--- src/rtl/core/igfc_pkg.sv ---
// Shared types and constants for the idle-gap frame capture block.
// Used by every module under rtl/core; depends on nothing else.
`default_nettype none

package igfc_pkg;

   // Sizing
   localparam int FRAME_MAX_BYTES = 256;
   localparam int RING_SLOTS      = 8;

   localparam int CNT_W   = $clog2(FRAME_MAX_BYTES + 1);
   localparam int AIDX_W  = (FRAME_MAX_BYTES > 1) ? $clog2(FRAME_MAX_BYTES) : 1;
   localparam int SLOT_W  = (RING_SLOTS > 1) ? $clog2(RING_SLOTS) : 1;
   localparam int RING_AW = $clog2(RING_SLOTS * FRAME_MAX_BYTES);

   // Configuration port
   localparam int CSR_IDX_W  = 1;
   localparam int CSR_DATA_W = 16;
   localparam logic [CSR_IDX_W-1:0] CSR_CAPTURE_ENABLE = 1'd0;
   localparam logic [CSR_IDX_W-1:0] CSR_GAP_MS         = 1'd1;
   localparam logic [15:0]          GAP_MS_RESET       = 16'd20;

   // Action codes
   localparam logic [1:0] ACT_TICK   = 2'd0;
   localparam logic [1:0] ACT_BYTE   = 2'd1;
   localparam logic [1:0] ACT_READ   = 2'd2;
   localparam logic [1:0] ACT_UNUSED = 2'd3;

   // Result kinds
   localparam logic EVT_CLOSE = 1'b0;
   localparam logic EVT_READ  = 1'b1;

   typedef struct packed {
      logic [1:0]  action;
      logic [7:0]  data_byte;
      logic [31:0] now_ms;
      logic [2:0]  read_slot;
      logic [7:0]  read_index;
   } req_type;

   typedef struct packed {
      logic        event_kind;
      logic [2:0]  slot;
      logic [8:0]  frame_length;
      logic [31:0] frame_time_ms;
      logic [31:0] frames_total;
      logic [7:0]  read_data;
   } rsp_type;

   // Work handed from the front end to the back end
   typedef struct packed {
      logic              do_close;
      logic              do_store;
      logic              do_read;
      logic [SLOT_W-1:0] slot_idx;
      logic [CNT_W-1:0]  len;
      logic [31:0]       time_ms;
      logic [31:0]       total;
      logic [AIDX_W-1:0] store_idx;
      logic [7:0]        data_byte;
      logic [2:0]        rd_slot;
      logic [7:0]        read_index;
   } cmd_type;

   typedef enum logic [2:0] {
      BK_IDLE,
      BK_COPY,
      BK_CLOSE_RESP,
      BK_STORE,
      BK_READ_MEM,
      BK_READ_RESP
   } back_state_type;

endpackage

`default_nettype wire

--- src/rtl/core/igfc_cmd_queue.sv ---
// Two-entry command queue between front end and back end.
// Depends on igfc_pkg for cmd_type.
`default_nettype none

module igfc_cmd_queue (
   input  wire logic             clock,
   input  wire logic             reset,
   input  wire logic             push,
   input  wire igfc_pkg::cmd_type push_data,
   output logic                  full,
   input  wire logic             pop,
   output igfc_pkg::cmd_type     pop_data,
   output logic                  empty
);

   igfc_pkg::cmd_type entry_ff [2];
   logic       wr_ptr_ff, wr_ptr_in;
   logic       rd_ptr_ff, rd_ptr_in;
   logic [1:0] count_ff, count_in;
   logic       do_push, do_pop;

   assign full     = (count_ff == 2'd2);
   assign empty    = (count_ff == 2'd0);
   assign do_push  = push && !full;
   assign do_pop   = pop && !empty;
   assign pop_data = entry_ff[rd_ptr_ff];

   always_comb begin
      wr_ptr_in = do_push ? !wr_ptr_ff : wr_ptr_ff;
      rd_ptr_in = do_pop ? !rd_ptr_ff : rd_ptr_ff;
      count_in  = count_ff;
      if (do_push && !do_pop) begin
         count_in = count_ff + 2'd1;
      end else if (do_pop && !do_push) begin
         count_in = count_ff - 2'd1;
      end
   end

   always_ff @(posedge clock) begin
      if (reset) begin
         wr_ptr_ff <= 1'b0;
         rd_ptr_ff <= 1'b0;
         count_ff  <= 2'd0;
      end else begin
         wr_ptr_ff <= wr_ptr_in;
         rd_ptr_ff <= rd_ptr_in;
         count_ff  <= count_in;
      end
   end

   always_ff @(posedge clock) begin
      if (do_push) begin
         entry_ff[wr_ptr_ff] <= push_data;
      end
   end

endmodule

`default_nettype wire

--- config.mk ---
export PLATFORM = sky130hd
export DESIGN_NAME = igfc_cmd_queue
export DESIGN_NICKNAME = d
export VERILOG_FILES = /design/src/rtl/core/igfc_pkg.sv /design/src/rtl/core/igfc_cmd_queue.sv
export SDC_FILE = /design/constraint.sdc
export NUM_CORES = 1
export LEC_CHECK = 0
export ABC_AREA = 1
export CORE_UTILIZATION = 45
export CTS_CLUSTER_DIAMETER = 40
export CTS_CLUSTER_SIZE = 20
export DETAILED_ROUTE_END_ITERATION = 8
export DONT_BUFFER_PORTS = 1
export PLACE_DENSITY_LB_ADDON = 0.12
export SLEW_MARGIN = 15
export SYNTH_ARGS = -nofsm -noshare
export SYNTH_HDL_FRONTEND = slang
export SYNTH_SLANG_ARGS = --single-unit
--- constraint.sdc ---
create_clock -name clock -period 8.3 [get_ports clock]
set_input_delay 1.66 -clock clock [delete_from_list [all_inputs] [get_ports clock]]
set_output_delay 1.66 -clock clock [all_outputs]
set_load 0.05 [all_outputs]
==> Word-level counts from Yosys, hierarchy flattened <==
Memory sizes are Yosys's and may differ from the RTL's. A register that Yosys moved wholly into a read port is not among the register bits.
Index checks and enable logic that the tools add are counted.
{ "word_totals": {"out_inout_bits": 108, "elab_cells": 25, "ramBits": 212, "regBits": 4, "memories": 1} }
{ "classes": {"n_addsub": 2, "n_mux": 6, "reduce_logical": 12, "n_eq_ne": 1} }
{ "memory_table": {"columns": ["memory", "words", "width", "rd", "rd_ports_with_merged_regs", "write_ports", "line", "source"], "rows": [
  ["entry_ff", 2, 106, 1, 1, 1, "igfc_cmd_queue.sv:16", "igfc_pkg::cmd_type entry_ff [2];"]
]} }
{ "op_table": {"columns": ["op", "n"], "rows": [
  ["zero test 1 bit", 6],
  ["logical AND 1 bit", 4],
  ["2-to-1 mux 1 bit", 4],
  ["2-to-1 mux 2 bit", 2],
  ["adder 2 x 1 -> 2 bit (second input constant)", 1],
  ["equality test 2 bit (second input constant)", 1],
  ["zero test 2 bit", 1],
  ["nonzero test 2 bit", 1],
  ["subtractor 2 x 1 -> 2 bit (second input constant)", 1]
]} }

==> Longest topological paths before layout <==
{ "logic_depth": {"depth_word": 7, "mapped_depth": 10} }

==> Least setup slack after synthesis <==
No wires, ideal clock.
{ "synth_timing": {"path_kind": "input to register", "from": "input push", "to": "memory entry_ff[0][0] (netlist bit), enable pin", "stages": 2, "path_buffers": 0, "path_slack_ns": 1.502, "arrival_time_ns": 6.226, "path_cell_list": "o21ai_0 -> nor2_1"} }
{ "synth_between": {"elab_chain_len": 3} }
{ "synth_lines": {"columns": ["item", "line", "source"], "rows": [
  ["start: declaration", "igfc_cmd_queue.sv:8", "input wire logic push,"],
  ["logical AND 1 bit", "igfc_cmd_queue.sv:24", "assign do_push = push && !full;"],
  ["2-to-1 mux 1 bit", "igfc_cmd_queue.sv:52", "if (do_push) begin"],
  ["2-to-1 mux 1 bit (not written as such)", "igfc_cmd_queue.sv:53", "entry_ff[wr_ptr_ff] <= push_data;"],
  ["end: declaration", "igfc_cmd_queue.sv:16", null]
]} }
Every way passes these cells.

==> results.ini <==
[floorplanning]
num_rows = 48
dieWidth_um = 136
initial_core_util_pct = 46.4
core_area_um2 = 17400
io_pins = 218
dieArea_um2 = 18400
die_h_um = 136

[critical_path]
cp.buffers_inverters = 1
cpMaxStageDelayCell = dfxtp_4
path_class = reg -> out
critical_path.cell_chain = buf_4 -> mux2_2
crit_arrival_ns = 2.76
cp_max_fo = 56
path_delay_family = flip-flops
critPathLaunchType = flop
cp_data_required_time_ns = 6.64
worstSetupEndpointType = output pin
max_stage_delay_ns = 0.89
r2r-start = count_ff[0]$_SDFFE_PP0P_

[clock_tree]
numCtsBuffers = 28
htreeDepth = 1
cts_setup_buffers = 0
post_cts_resized = 0
clockBufferDepth = 3
cts_hold_buf = 0
insertion_delay_ns = 0.51
cts_tree = yes
clock-sinks = 217
clkTransAtPathRegs_ns = 0.06
cts-root-buf = clkbuf_16

[sta]
min_period_ns = 4.42
worst_pin_slew_ns = 0.906
fin_setup_tns_ns = 0
relSlewSlack_pct = 39.4
finalHoldViolCount = 0
report.final.setup_viol = 0
finalMaxSlewViolations = 0
rsz0062_at_grt = no
period_share_pct = 53.3
fmax_mhz = 226
fin_hold_ws_ns = 0.542
clock_skew_ns = 0.00497

[cells_and_area]
multi_input_area_um2 = 1470
drive_above_1_share_pct = 38.6
postLayoutCoreUtil_pct = 53.3
ff_latch_area_um2 = 6470
fill_cells = 1349
insertedDiodeCount = 0
finalNetCount = 499
syn_to_final_growth_pct = 15.0

[drt]
firstDrtPassIters = 4
dr.first_iter.drc_count = 173
wl_per_cell_um = 21.6
vias = 3300
vias_per_cell = 5.21
drt_wl_total_mm = 13.7
drc = 0
ant_nets = 0

[job]
drv_cap = 0

[synth]
synth_edf_count = 212
ys_types = 15
syn_area_per_cell_um2 = 21.9
yosys.area.top_type = edfxtp_1
syn_area_um2 = 8050
synth_area_leaders = edfxtp_1 (79%), mux2_2 (9.2%), mux2_4 (7.5%), dfxtp_1 (1.2%), buf_6 (0.84%)
synth_seq_area_share_pct = 80.3
synth_nets = 478
yosysMostFrequentCell = edfxtp_1
ys_warn_count = 0
synth.top_cell.area_share_pct = 79.1
ys_ff_latch = 217
synth-async-reset-ratio_pct = 0
yosys_most_used_dff = edfxtp_1
synthCells = 367
synth_commonest_cells = edfxtp_1 (212), mux2_2 (66), mux2_4 (40)

[pwr]
power_mw = 3.64
irDropWorstVdd_mv = 0.236
power.density_nw_per_um2 = 393
leakage_nw = 3.12

[global_routing]
antenna_found_initial = 0
gr-total-overflow = 0
grt_pass1_vias = 3470
grt_max_degree = 89
grt_pass1_wl_mm = 19.3
grt_util_all_layers_pct = 14.2

[min_path]
worstHoldPathType = reg -> reg
hp-start = wr_ptr_ff$_SDFFE_PP0P_

[placement]
numPortBuffers = 0
gp_congestion = 0.703
dpl.hpwl_mm = 8.79

[status]
status = finished, final reports clean

cell families (layout without fill, tap and decap cells):
| group | after synthesis | in the layout | share of synthesized area, % |
|---|---|---|---|
| flip-flops | 217 | 217 | 80.3 |
| multiplexers | 106 | 106 | 16.7 |
| buffers and inverters | 21 | 63 | 1.63 |
| AND/OR/NAND/NOR | 16 | 16 | 0.824 |
| AO/OA/AOI/OAI | 6 | 6 | 0.373 |
| adder cells (fa/ha/maj) | 1 | 1 | 0.155 |
per-layer routing:
metal | global-route usage, % | up-vias | wire [µm]
met1 | 14.6 | 1624 | 4650
met3 | 8.49 | 23 | 1960
li1 | - | 1493 | -
met5 | 0 | - | 0
met2 | 23.5 | 160 | 6790
met4 | 5.12 | 0 | 277
worst reg2reg max path: cells and delay by family (launching register included):
family | cells | cell delay, ns
AO/OA/AOI/OAI | 1 | 0.32
AND/OR/NAND/NOR | 1 | 0.59
flip-flops | 1 | 0.42
buffers and inverters | 1 | 0.69
report_power, final:
| part | switching, mW | internal, mW | leakage (nW) |
|---|---|---|---|
| clock | 0.442 | 0.768 | 0.462 |
| sequential | 0.0691 | 1.39 | 2.02 |
| combinational | 0.752 | 0.220 | 0.634 |
| total | 1.26 | 2.38 | 3.12 |
through the flow:
step,setup slack (ns),instances,area (µm²)
finish,3.88,634,9260
global route,3.69,634,9260
CTS,3.79,634,9250
detailed placement,4.33,583,8280
global placement,4.32,583,8280
floorplan,1.50,367,8050
final cells by class:
cell class,instances,area share (%)
inverter,9,0.365
clock inverter,21,2.62
timing repair buffer,3,0.324
multi-input combinational,129,15.9
tap,225,3.04
clock buffer,30,7.88
sequential,217,69.9
final timing paths:
kind                                 to  cells past startpoint  slack (ns)
min reg2reg      wr_ptr_ff$_SDFFE_PP0P_                      2        0.54
min              wr_ptr_ff$_SDFFE_PP0P_                      2        0.54
max reg2reg  entry_ff[1][102]$_DFFE_PP_                      3        5.81
max                        pop_data[46]                      2        3.88
state kept, by name, indices dropped and copies added (netlist names), named ones only:
name / count
entry_ff: 212
count_ff: 2
rd_ptr_ff: 1
wr_ptr_ff: 1
cells in the final DEF (no fill, tap or decap):
cell type / n
a21oi_1: 1
and2_1: 1
buf_4: 1
buf_6: 2
bufinv_16: 4
clkbuf_1: 1
clkbuf_16: 29
clkinv_1: 4
clkinv_2: 1
clkinv_4: 3
clkinvlp_4: 4
dfxtp_1: 4
dfxtp_4: 1
edfxtp_1: 212
ha_1: 1
inv_1: 9
inv_6: 4
inv_8: 1
mux2_2: 66
mux2_4: 40
nand2_1: 4
nand3_1: 1
nand4_1: 1
nor2_1: 7
nor2_4: 2
o21ai_0: 5
(Power assumes the default switching activity.)
