**src/rtl/core/igfc_pkg.sv**
```systemverilog
// Shared types and constants for the idle-gap frame capture block.
// Used by every module under rtl/core; depends on nothing else.
`default_nettype none

package igfc_pkg;

   // Sizing
   localparam int FRAME_MAX_BYTES = 256;
   localparam int RING_SLOTS      = 8;

   localparam int CNT_W   = $clog2(FRAME_MAX_BYTES + 1);
   localparam int AIDX_W  = (FRAME_MAX_BYTES > 1) ? $clog2(FRAME_MAX_BYTES) : 1;
   localparam int SLOT_W  = (RING_SLOTS > 1) ? $clog2(RING_SLOTS) : 1;
   localparam int RING_AW = $clog2(RING_SLOTS * FRAME_MAX_BYTES);

   // Configuration port
   localparam int CSR_IDX_W  = 1;
   localparam int CSR_DATA_W = 16;
   localparam logic [CSR_IDX_W-1:0] CSR_CAPTURE_ENABLE = 1'd0;
   localparam logic [CSR_IDX_W-1:0] CSR_GAP_MS         = 1'd1;
   localparam logic [15:0]          GAP_MS_RESET       = 16'd20;

   // Action codes
   localparam logic [1:0] ACT_TICK   = 2'd0;
   localparam logic [1:0] ACT_BYTE   = 2'd1;
   localparam logic [1:0] ACT_READ   = 2'd2;
   localparam logic [1:0] ACT_UNUSED = 2'd3;

   // Result kinds
   localparam logic EVT_CLOSE = 1'b0;
   localparam logic EVT_READ  = 1'b1;

   typedef struct packed {
      logic [1:0]  action;
      logic [7:0]  data_byte;
      logic [31:0] now_ms;
      logic [2:0]  read_slot;
      logic [7:0]  read_index;
   } req_type;

   typedef struct packed {
      logic        event_kind;
      logic [2:0]  slot;
      logic [8:0]  frame_length;
      logic [31:0] frame_time_ms;
      logic [31:0] frames_total;
      logic [7:0]  read_data;
   } rsp_type;

   // Work handed from the front end to the back end
   typedef struct packed {
      logic              do_close;
      logic              do_store;
      logic              do_read;
      logic [SLOT_W-1:0] slot_idx;
      logic [CNT_W-1:0]  len;
      logic [31:0]       time_ms;
      logic [31:0]       total;
      logic [AIDX_W-1:0] store_idx;
      logic [7:0]        data_byte;
      logic [2:0]        rd_slot;
      logic [7:0]        read_index;
   } cmd_type;

   typedef enum logic [2:0] {
      BK_IDLE,
      BK_COPY,
      BK_CLOSE_RESP,
      BK_STORE,
      BK_READ_MEM,
      BK_READ_RESP
   } back_state_type;

endpackage

`default_nettype wire

```
**src/rtl/core/igfc_front.sv**
```systemverilog
// Front end: configuration registers, gap and full detection, frame bookkeeping;
// turns each accepted item needing back-end work into a command. Uses igfc_pkg.
`default_nettype none

module igfc_front (
   input  wire logic                          clock,
   input  wire logic                          reset,
   input  wire logic                          csr_valid,
   input  wire logic [igfc_pkg::CSR_IDX_W-1:0]  csr_index,
   input  wire logic [igfc_pkg::CSR_DATA_W-1:0] csr_wdata,
   input  wire logic                          accept,
   input  wire igfc_pkg::req_type             req,
   output logic                               q_push,
   output igfc_pkg::cmd_type                  q_cmd
);

   logic                       cap_en_ff, cap_en_in;
   logic [15:0]                gap_ff, gap_in;
   logic [igfc_pkg::CNT_W-1:0]  count_ff, count_in;
   logic [31:0]                last_ff, last_in;
   logic [igfc_pkg::SLOT_W-1:0] head_ff, head_in;
   logic [31:0]                total_ff, total_in;

   logic [31:0] idle_ms;
   logic        gap_hit;
   logic        count_nz;
   logic        frame_full;
   logic        do_close;

   assign idle_ms    = req.now_ms - last_ff;
   assign gap_hit    = (idle_ms >= {16'd0, gap_ff});
   assign count_nz   = (count_ff != '0);
   assign frame_full = (32'(count_ff) >= igfc_pkg::FRAME_MAX_BYTES);

   always_comb begin
      cap_en_in = cap_en_ff;
      gap_in    = gap_ff;
      count_in  = count_ff;
      last_in   = last_ff;
      head_in   = head_ff;
      total_in  = total_ff;
      do_close  = 1'b0;

      q_cmd            = '0;
      q_cmd.slot_idx   = head_ff;
      q_cmd.len        = count_ff;
      q_cmd.time_ms    = last_ff;
      q_cmd.total      = total_ff + 32'd1;
      q_cmd.data_byte  = req.data_byte;
      q_cmd.rd_slot    = req.read_slot;
      q_cmd.read_index = req.read_index;

      if (csr_valid) begin
         unique case (csr_index)
            igfc_pkg::CSR_CAPTURE_ENABLE: cap_en_in = csr_wdata[0];
            igfc_pkg::CSR_GAP_MS:         gap_in    = csr_wdata[15:0];
            default:                      ;
         endcase
      end

      if (accept) begin
         unique case (req.action)
            igfc_pkg::ACT_READ: begin
               q_cmd.do_read = 1'b1;
               q_cmd.total   = total_ff;
            end
            igfc_pkg::ACT_TICK: begin
               do_close = cap_en_ff && count_nz && gap_hit;
            end
            igfc_pkg::ACT_BYTE: begin
               if (cap_en_ff) begin
                  // a reached gap empties the buffer, so a full close cannot follow
                  do_close        = count_nz && (gap_hit || frame_full);
                  q_cmd.do_store  = 1'b1;
                  q_cmd.store_idx = do_close ? '0 : count_ff[igfc_pkg::AIDX_W-1:0];
                  count_in        = do_close ? igfc_pkg::CNT_W'(1) : count_ff + 1'b1;
                  last_in         = req.now_ms;
               end
            end
            igfc_pkg::ACT_UNUSED: ;
            default: ;
         endcase
      end

      if (do_close) begin
         q_cmd.do_close = 1'b1;
         head_in  = (32'(head_ff) == igfc_pkg::RING_SLOTS - 1) ? '0 : head_ff + 1'b1;
         total_in = total_ff + 32'd1;
         if (!q_cmd.do_store) begin
            count_in = '0;
         end
      end

      q_push = q_cmd.do_close || q_cmd.do_store || q_cmd.do_read;
   end

   always_ff @(posedge clock) begin
      if (reset) begin
         cap_en_ff <= 1'b0;
         gap_ff    <= igfc_pkg::GAP_MS_RESET;
         count_ff  <= '0;
         last_ff   <= 32'd0;
         head_ff   <= '0;
         total_ff  <= 32'd0;
      end else begin
         cap_en_ff <= cap_en_in;
         gap_ff    <= gap_in;
         count_ff  <= count_in;
         last_ff   <= last_in;
         head_ff   <= head_in;
         total_ff  <= total_in;
      end
   end

endmodule

`default_nettype wire

```
**config.mk**
```make
export PLATFORM = sky130hd
export DESIGN_NAME = igfc_front
export DESIGN_NICKNAME = d
export VERILOG_FILES = /design/src/rtl/core/igfc_pkg.sv /design/src/rtl/core/igfc_front.sv
export SDC_FILE = /design/constraint.sdc
export NUM_CORES = 1
export LEC_CHECK = 0
export ABC_AREA = 0
export BUFFER_PORTS_ARGS = -buffer_cell sky130_fd_sc_hd__buf_2
export CAP_MARGIN = 20
export CORE_ASPECT_RATIO = 0.6
export CORE_MARGIN = 5
export CORE_UTILIZATION = 59
export CTS_CLUSTER_DIAMETER = 60
export DETAILED_ROUTE_END_ITERATION = 6
export PLACE_DENSITY_LB_ADDON = 0.05
export SLEW_MARGIN = 40
export SYNTH_ARGS = -nofsm -noshare
export SYNTH_HDL_FRONTEND = slang
export SYNTH_SLANG_ARGS = --single-unit
```
**constraint.sdc**
```tcl
create_clock -name clock -period 26.2 [get_ports clock]
set_input_delay 7.86 -clock clock [delete_from_list [all_inputs] [get_ports clock]]
set_output_delay 7.86 -clock clock [all_outputs]
set_load 0.005 [all_outputs]
```
### After elaboration in Yosys (flattened, before gate mapping)

Cells that the tools add are included.
W data, S select, Z words.

* add/sub/neg operators: 4
* $lt $le $gt $ge: 2
* equality and inequality tests: 3
* mux-type cells: 20
* bitwise gates (word level): 1
* reductions and logical operators: 11

Operators with widths (number)
* $mux W9: 6
* $mux W40: 1
* $add A32 B1 Y32 const B: 1
* $ge A32 B16 Y1: 1
* $mux W32: 1
* $sub A32 B32 Y32: 1
* $mux W8: 3
* $add A9 B1 Y9 const B: 1
* $ge A9 B9 Y1 const B: 1
* $reduce_bool A9 Y1: 1
* $mux W1: 6
* $reduce_and A2 Y1: 2
* $add A3 B1 Y3 const B: 1
* $eq A3 B3 Y1 const B: 1
* $logic_and A1 B1 Y1: 3
* $logic_or A1 B1 Y1: 3
* $mux W3: 1
* $reduce_and A3 Y1: 1
* $eq A2 B1 Y1 const B: 1
* $eq A2 B2 Y1 const B: 1
* $logic_not A2 Y1: 1
* $mux W2: 1
* $pmux W1 S2: 1
* $not A1 Y1: 1

* bits in registers: 93
* bits of input ports: 74
* output and inout port bits: 107
* logic and storage cells: 47

### Longest topological paths before layout

* depth in word-level cells: 10
* gate-level depth with buffers: 22

### Least setup slack after synthesis

No wires, ideal clock.

* path kind: input-to-output
* start point: in req[13] (netlist name)
* end point: out q_push
* data arrival time: 11874 ps
* required time: 18340 ps
* slack: 6466 ps
* stages: 18
* path buffers: 0
* path through: ha_1 -> nor2b_1 -> o2111ai_1 -> a21oi_1 -> o31ai_1 -> xnor2_1 -> ha_1 -> o21ai_0 -> nor2_1 -> a211o_1 -> a2111oi_2 -> o21ai_1 -> a2111oi_2 -> nand4bb_1 -> nor4_4 -> a31oi_1 -> o21a_1 -> or2_1

* cells in the longest elaborated chain, start to end: 10
* elaborated cells on any way between the ends: 11
* classes of those cells: 1 x add/sub; 1 x order compare; 4 x mux; 5 x reduce/logical

Ends and longest elaborated chain
* from (decl): RTL line igfc_front.sv:12 `input wire igfc_pkg::req_type req,`
* $sub A32 B32 Y32 (*): RTL line igfc_front.sv:30 `assign idle_ms = req.now_ms - last_ff;`
* $ge A32 B16 Y1 (*): RTL line igfc_front.sv:31 `assign gap_hit = (idle_ms >= {16'd0, gap_ff});`
* $logic_or A1 B1 Y1: RTL line igfc_front.sv:73 `do_close = count_nz && (gap_hit || frame_full);`
* $logic_and A1 B1 Y1: RTL line igfc_front.sv:73
* $mux W1: RTL line igfc_front.sv:71 `if (cap_en_ff) begin`
* $pmux W1 S2 (*): RTL line igfc_front.sv:62 `unique case (req.action)`
* $mux W1 (*): RTL line igfc_front.sv:61 `if (accept) begin`
* $mux W1 (*): RTL line igfc_front.sv:85 `if (do_close) begin`
* $logic_or A1 B1 Y1 (*) (2 in a row): RTL line igfc_front.sv:94 `q_push = q_cmd.do_close || q_cmd.do_store || q_cmd.do_read;`
* to (decl): RTL line igfc_front.sv:13 `output logic q_push,`

Mark *: on every way between the ends. The rest lies on a longest branch, timed or not.

==> impl_metrics.tcl <==
set metrics [dict create \
    hold_class "reg -> reg" \
    synth_area_per_cell_sq_um 7.231 \
    final_common_cell "nand2_1" \
    hold_viol_final 0 \
    gr-total-overflow 0 \
    place_congestion 1.015 \
    grt_pass1_vias 6622 \
    io_pins 181 \
    drive_above_1_share_pct 17.36 \
    synth_cell_types 68 \
    port_buffers 142 \
    outcome "finished, final reports clean" \
    fin_nets 1251 \
    clockBufferDepth 2 \
    min_path_cells 2 \
    antenna_found_initial 0 \
    postCtsResizedCells 0 \
    setup_slack_ps 5344 \
    r2r_cells 19 \
    timing.final.crit_share_pct 79.60 \
    setup_violations 0 \
    drtIter0Drc 622 \
    die_area_sq_um 15000 \
    slew_headroom_pct 37.88 \
    die_w_um 154.8 \
    vias_per_cell 5.735 \
    start_util_pct 60.97 \
    multiInputGateArea_sq_um 5016 \
    synthesis.area_sq_um 7426 \
    tritoncts "done" \
    drv_slew 0 \
    synth_edf_count 0 \
    final.setup.tns_ps 0 \
    synthArstFlopShare_pct 0 \
    worst_hold_slack_ps 455.7 \
    cts_buffers 9 \
    grt_max_degree 74 \
    n_antenna_cell 0 \
    place_ws_ps 5468 \
    irDropWorstVdd_v 0.00002814 \
    hold_buffers 0 \
    critPathSlowestCell "o31ai_1" \
    fin_skew_ps 8.336 \
    period_minus_slack_ps 20860 \
    ys_seq_area_share_pct 25.07 \
    postLayoutCellArea_sq_um 8351 \
    grt_pass1_wl_um 34180 \
    maxCapViolations 0 \
    p_leak_nw 3.547 \
    crit_path_max_fanout 9 \
    critical_path_class "in -> out" \
    ant_nets 0 \
    core_sq_um 12180 \
    critPathLaunchType "primary input" \
    cp_slowest_stage_delay_ps 800 \
    vias 7421 \
    required_ps 18340 \
    ctsHtreeMaxLevel 3 \
    die_h_um 96.90 \
    rsz0062_at_grt "no" \
    max_freq_mhz 47.95 \
    dr.pass1.iters 5 \
    drt_wl_total_um 20930 \
    rows 31 \
    regArea_sq_um 1862 \
    power.density_nw_per_um2 40.36 \
    clk_pin_slew_worst_paths_ps 70 \
    postPlaceCellArea_sq_um 8064 \
    grt_use_total_pct 27.21 \
    tightest_slew_ps 923.9 \
    ys_warn_count 0 \
    layout_common_cells "nand2_1 (182), buf_2 (141), a21oi_1 (102)" \
    cts_setup_buffers 0 \
    cts_root_buf "clkbuf_16" \
    synth-seq-cells 93 \
    cts.sinks 93 \
    wl_per_cell_um 16.17 \
    area_delta_synth_final_pct 12.45 \
    clk_latency_ps 360 \
    crit_path_end_kind "primary output" \
    syn_inst 1027 \
    nFillCells 1080 \
    path_cells "buf_2 -> inv_1 -> ha_1 -> fa_1 -> nor2b_1 -> o2111ai_1 -> a21oi_1 -> o31ai_1 -> xnor2_1 -> ha_1 -> o21ai_0 -> nor2_1 -> a211o_1 -> a2111oi_2 -> o21ai_1 -> a2111oi_2 -> nand4bb_1 -> nor4_4 -> nand3_1 -> o21bai_2 -> and3_1 -> buf_2" \
    synth_nets 1154 \
    ys.flop_type "dfxtp_1" \
    route.detailed.drc 0 \
    dp.final_hpwl_um 16290 \
    critPathArrivalTime_ps 13000 \
]
==> Yosys cell counts, types with 10 or more instances <==
master,n,share of area (%)
o21ai_1,10,0.67
nor2b_1,28,2.4
inv_1,61,3.1
mux2_1,12,1.8
dfxtp_1,93,25
a21o_1,13,1.3
a21oi_1,102,6.9
nor3_1,29,2.0
and3_1,23,1.9
nand3_1,31,2.1
ha_1,52,8.8
nand2b_1,12,1.0
nor2_1,84,4.2
mux2_2,14,2.1
nand4_1,14,1.2
nand2_1,182,9.2
clkbuf_1,25,1.3
xnor2_1,29,3.4
xor2_1,26,3.1
o21ai_0,32,2.2
buf_4,20,2.0
==> logic make-up (layout without fill, tap and decap cells) <==
family,after synthesis,count (layout),synth area share [%]
adders and majority gates,53,53,9.031
and+or+nand+nor,436,436,27.60
xor gates and xnor gates,56,56,6.706
buffers and inverters,122,224,7.380
muxes,29,29,4.347
AOI/OAI and AO/OA,238,238,19.87
DFF,93,93,25.07
==> layer usage <==
layer | part of all wire, % | GRT usage (%)
met4 | 1.0 | 5.631
met3 | 11 | 6.467
met2 | 38 | 35.42
met5 | 0 | 0
met1 | 51 | 43.97
==> through the flow <==
step	utilization, %	cells	power [W]
6_report	68.56	1294	0.0003370
4_1_cts	68.56	1294	0.0003376
3_3_place_gp	66.21	1278	0.0002073
5_1_grt	68.56	1294	0.0003528
3_5_place_dp	66.21	1278	0.0002078
2_1_floorplan	-	1027	0.0001923
==> worst paths after layout <==
| kind | start | slack (ps) | end |
|---|---|---|---|
| max | req[11] | 5340 | q_cmd[19] |
| min | gap_ff[11] | 460 | gap_ff[11] |
| max reg2reg | last_ff[4] | 20400 | count_ff[0] |
| min reg2reg | gap_ff[11] | 460 | gap_ff[11] |
==> cell type report <==
cell class	instances	share of cell area, %
Clock buffer	9	2.697
Clock inverter	7	0.7342
Inverter	61	2.742
Multi-Input combinational cell	812	60.07
Sequential cell	93	22.30
Tap cell	165	2.472
Timing Repair Buffer	147	8.990
==> worst max-delay path, delay by kind of cell <==
family	cells	cell delay, ps
compound gates	9	2910
xor+xnor	1	200
fa+ha+maj	3	670
buf+inv	3	260
simple gates	6	1090
==> sequential cells by signal, indices dropped and copies added (netlist names) <==
name / cells
total_ff: 32
count_ff: 9
head_ff: 3
cap_en_ff: 1
last_ff: 32
gap_ff: 16
==> power by group <==
part	leakage [nW]	switching, W	total (W)	internal, W
Combinational	2.66	0.0000378	0.0000613	0.0000235
Clock	0.141	0.0000644	0.000131	0.0000667
Sequential	0.752	0.00000149	0.000145	0.000143
Total	3.55	0.000104	0.000337	0.000233
Power figures use the tool's default switching activity.
